===== src/hw/rtl/lsd_pkg.sv =====
// Shared constants, codes and controller/datapath interface types for the LZSS decoder.
package lsd_pkg;

  localparam int unsigned WIN_DEPTH = 4096;              // history size, power of two
  localparam int unsigned WIN_AW    = $clog2(WIN_DEPTH);
  localparam int unsigned MAX_RUN   = 18;
  localparam int unsigned CNT_W     = $clog2(MAX_RUN);
  localparam int unsigned LEN_BIAS  = 3;
  localparam logic [7:0]  FILL_BYTE = 8'h20;              // space
  localparam logic [3:0]  GROUP_LEN = 4'd8;               // tokens per flag byte

  typedef enum logic [1:0] {
    PH_FLAG  = 2'd0,
    PH_TOKEN = 2'd1,
    PH_CODE2 = 2'd2
  } phase_t;

  // controller -> datapath
  typedef struct packed {
    logic clr_step;   // write one fill byte, advance write pointer
    logic take;       // input byte accepted this cycle
    logic rd_issue;   // read history at offset + count
    logic rd_load;    // registered read data into output and copy buffer
    logic wr_step;    // append one copy buffer byte
  } cmd_t;

  // datapath -> controller
  typedef struct packed {
    logic clear_last; // final entry of the clearing pass
    logic code2;      // parser waits for the second code byte
    logic cnt_last;   // count has reached the copy length minus one
    logic out_free;   // output register empty or draining this cycle
  } sts_t;

endpackage


===== src/hw/rtl/lsd_ctrl.sv =====
// Controller state machine: clearing pass, byte intake, copy read and append sequencing.
module lsd_ctrl
  import lsd_pkg::*;
(
  input  logic clk,
  input  logic rst_n,
  input  logic in_tvalid,
  output logic in_tready,
  input  sts_t sts,
  output cmd_t cmd
);

  typedef enum logic [4:0] {
    S_CLEAR = 5'b00001,
    S_IDLE  = 5'b00010,
    S_READ  = 5'b00100,
    S_LOAD  = 5'b01000,
    S_WRITE = 5'b10000
  } state_t;

  state_t state_r, state_nxt;

  always_ff @(posedge clk) begin
    if (!rst_n) begin
      state_r <= S_CLEAR;
    end else begin
      state_r <= state_nxt;
    end
  end

  assign in_tready = (state_r == S_IDLE) && sts.out_free;

  always_comb begin
    state_nxt = state_r;
    cmd       = '0;
    unique case (state_r)
      S_CLEAR: begin
        cmd.clr_step = 1'b1;
        if (sts.clear_last) state_nxt = S_IDLE;
      end
      S_IDLE: begin
        if (in_tvalid && in_tready) begin
          cmd.take = 1'b1;
          if (sts.code2) state_nxt = S_READ;
        end
      end
      S_READ: begin
        if (sts.out_free) begin
          cmd.rd_issue = 1'b1;
          state_nxt    = S_LOAD;
        end
      end
      S_LOAD: begin
        cmd.rd_load = 1'b1;
        state_nxt   = sts.cnt_last ? S_WRITE : S_READ;
      end
      S_WRITE: begin
        cmd.wr_step = 1'b1;
        if (sts.cnt_last) state_nxt = S_IDLE;
      end
      default: state_nxt = S_CLEAR;
    endcase
  end

endmodule


===== config.mk =====
export PLATFORM = sky130hd
export DESIGN_NAME = lsd_ctrl
export DESIGN_NICKNAME = d
export VERILOG_FILES = /design/src/hw/rtl/lsd_pkg.sv /design/src/hw/rtl/lsd_ctrl.sv
export SDC_FILE = /design/constraint.sdc
export NUM_CORES = 1
export LEC_CHECK = 0
export ABC_AREA = 1
export BUFFER_PORTS_ARGS = -buffer_cell sky130_fd_sc_hd__buf_4
export CAP_MARGIN = 20
export CORE_AREA = 3 3 40 42
export CTS_CLUSTER_DIAMETER = 200
export DETAILED_ROUTE_END_ITERATION = 12
export DIE_AREA = 0 0 43 45
export GPL_TIMING_DRIVEN = 0
export PLACE_DENSITY = 0.6
export SKIP_CTS_REPAIR_TIMING = 1
export SYNTH_ARGS = -nofsm -noshare
export SYNTH_HDL_FRONTEND = slang
export SYNTH_SLANG_ARGS = --single-unit

===== constraint.sdc =====
create_clock -name clk -period 1.4 [get_ports clk]
set_input_delay 0.42 -clock clk [delete_from_list [all_inputs] [get_ports clk]]
set_output_delay 0.42 -clock clk [all_outputs]
set_load 0.01 [all_outputs]

==> run summary <==
status -> complete, but fails checks
failing checks -> negative setup slack
vias in the first global route -> 378
period utilization -> 113%
Area growth, synth to finish -> 57.5%
WP data arrival -> 1.16 ns
Crit path required time -> 0.98 ns
router iterations before antenna repair -> 3
Post-Syn Area -> 418 um2
Ant. Diodes -> 0
Worst setup EP type -> primary output
peak fanout along the critical path -> 7
non-filler instance count after layout -> 99
I/O pin total -> 13
Sink Count -> 5
skew final -> 0.00539 ns
Worst Max-Slew Pin Slew -> 0.386 ns
Crit Path Class -> register to primary output
overall routing resource usage -> 10.6%
H-tree depth -> 1
CTS Buf Count -> 3
syn avg cell area -> 6.63 um2
hpwl dp -> 742 um
detailed-route DRC error count -> 0
RR Startpoint -> state_r[3]$_SDFFE_PN0P_
first-pass GRT wire length -> 1.48 mm
sequential fraction of the synthesis area -> 24.0%
CTS tree -> yes
Final Instance Area -> 658 um2
fin nets -> 92
final wirelength -> 1.02 mm
max reg flops -> 5
syn_nets -> 70
Cell Area, Placed -> 527 um2
clock buffer depth -> 2
Clock transition at path regs -> 0.05 ns
routing usage on met1 -> 12.0%
layout cells sized above 1 -> 60.7%
Routed wire per std cell -> 10.3 um
Slew Viols, Final -> 0
post-synthesis cell count -> 63
min Tclk post-route -> 1.58 ns
Largest Register -> state_r
WHS Path Cells -> 2
post-route ant nets -> 0
Leak -> 0.342 nW
flop and latch count out of synthesis -> 5
row cnt -> 13
WHS Endpoint -> state_r[0]$_SDFFE_PN1P_
grt met2 use -> 16.8%
Netlist cell types -> 19
R2R cell count -> 7
fin util -> 51.2%
register-to-register setup slack -> 0.22 ns
count of max-cap constraint violations -> 0
slew margin rel. -> 74.0%
critical path launch point type -> register
unrepaired setup endpoints after global routing -> true
port bufs -> 12
die width -> 43 um
Worst VDD drop -> 0.617 mV
Die Area -> 1940 um2
Final setup viols -> 6
Regs by FF count -> state_r (5)
final hold vios -> 0
pwr/cell area -> 1650 nW/um2
initial antenna violation count -> 0
Die Span Y -> 45 um
total gr overflow -> 0
largest net degree at the start of global routing -> 8
Tot Pwr -> 1.08 mW
worst hold path class -> input port to register
Placeable Area -> 1280 um2
routability cong. -> 0.775
reg-to-reg endpoint -> state_r[2]$_SDFFE_PN0P_
Fmax achieved -> 634 MHz
Hold Startpoint -> rst_n
vias post-DR -> 478
drt via density -> 4.83
Initial Util -> 32.5%
met3 usage -> 1.20%
dpl cells -> 90
Synth Warn # -> 0
global routing's busiest layer -> met2
Worst-Skew Late Latency -> 0.25 ns
clock root buffer master -> clkbuf_4
worst setup margin -> -0.178 ns
DRT iter0 DRCs -> 5
[cell usage in the layout (no fill, tap or decap)]
| master | instances |
|---|---|
| inv_1 | 13 |
| nor2_1 | 6 |
| nand2_2 | 2 |
| nor2_4 | 5 |
| buf_4 | 17 |
| o31ai_1 | 1 |
| clkbuf_4 | 3 |
| nand3_4 | 1 |
| nor3_1 | 1 |
| dfxtp_4 | 3 |
| a21oi_1 | 2 |
| nand2_1 | 3 |
| clkbuf_1 | 1 |
| nor2_2 | 3 |
| inv_4 | 1 |
| dfxtp_2 | 2 |
| nor3_2 | 1 |
| nand4_1 | 3 |
| nand3_2 | 2 |
| nor4_2 | 1 |
| o21ai_2 | 1 |
| o21ai_1 | 1 |
| inv_2 | 4 |
| clkinv_2 | 1 |
| nand3_1 | 2 |
| nand4_2 | 4 |
[cell type report]
cell class              instances  area (um2)
multi-input cells              39         297
well taps                      15        18.8
flip-flops and latches          5         114
repair buffers                 17         128
inverters                      19        75.1
fillers                       129         627
clock buffers                   4        26.3
[stage by stage]
step	setup TNS (ns)	setup WS (ns)	hold WS, ns
floorplan	0	0.0644	0.505
global placement	-0.0647	-0.0382	0.643
detailed placement	-0.0422	-0.0322	0.640
CTS	-1.45	-0.314	0.381
global route	-1.25	-0.240	0.406
finish	-0.810	-0.178	0.377
[power breakdown]
part           total, mW  internal, mW  leakage [nW]  switching, mW
registers          0.291         0.197        0.0433         0.0938
logic              0.621         0.289         0.284          0.331
clock network      0.173         0.108        0.0150         0.0654
total               1.08         0.594         0.342          0.490
[logic make-up (layout without fill, tap and decap cells)]
kind of cell	Yosys count	after routing	share of synthesized area, %
simple gates	34	34	51.2
flops	5	5	24.0
compound gates	5	5	7.49
buf+inv	19	40	17.4
[cell usage after synthesis, drive strengths merged]
library cell / instances / share of area (%)
dfxtp: 5 / 24
nor4: 1 / 1.5
nor2: 14 / 17
nand4: 7 / 16
a21oi: 2 / 2.4
nand3: 5 / 8.4
o21ai: 2 / 3.3
nor3: 2 / 2.4
nand2: 5 / 5.1
inv: 18 / 16
clkinv: 1 / 1.2
o31ai: 1 / 1.8
[worst max-delay path by stage]
stage	from	to	slack [ns]	depth (start not counted)
after CTS	state_r[3]$_SDFFE_PN0P_	cmd[3]	-0.31	4
final	state_r[3]$_SDFFE_PN0P_	cmd[3]	-0.18	4
after floorplan	state_r[3]$_SDFFE_PN0P_	cmd[3]	0.06	3
after global routing	state_r[3]$_SDFFE_PN0P_	cmd[3]	-0.24	4
after detailed placement	state_r[3]$_SDFFE_PN0P_	cmd[3]	-0.03	4
after global placement	state_r[3]$_SDFFE_PN0P_	cmd[3]	-0.04	4
[per-layer routing]
layer,wire (um),share of wire (%),vias up
li1,-,-,246
met2,507,50,13
met3,49,4.8,3
met1,435,43,216
met4,23,2.3,0
met5,0,0,-
[critical path, stage by stage (launching register included)]
cell and delay (ns):
dfxtp_4 0.36, nor2_4 0.15, nand3_4 0.13, nor3_2 0.13
buf_4 0.14
No activity file was read; power rests on OpenSTA's default activity.
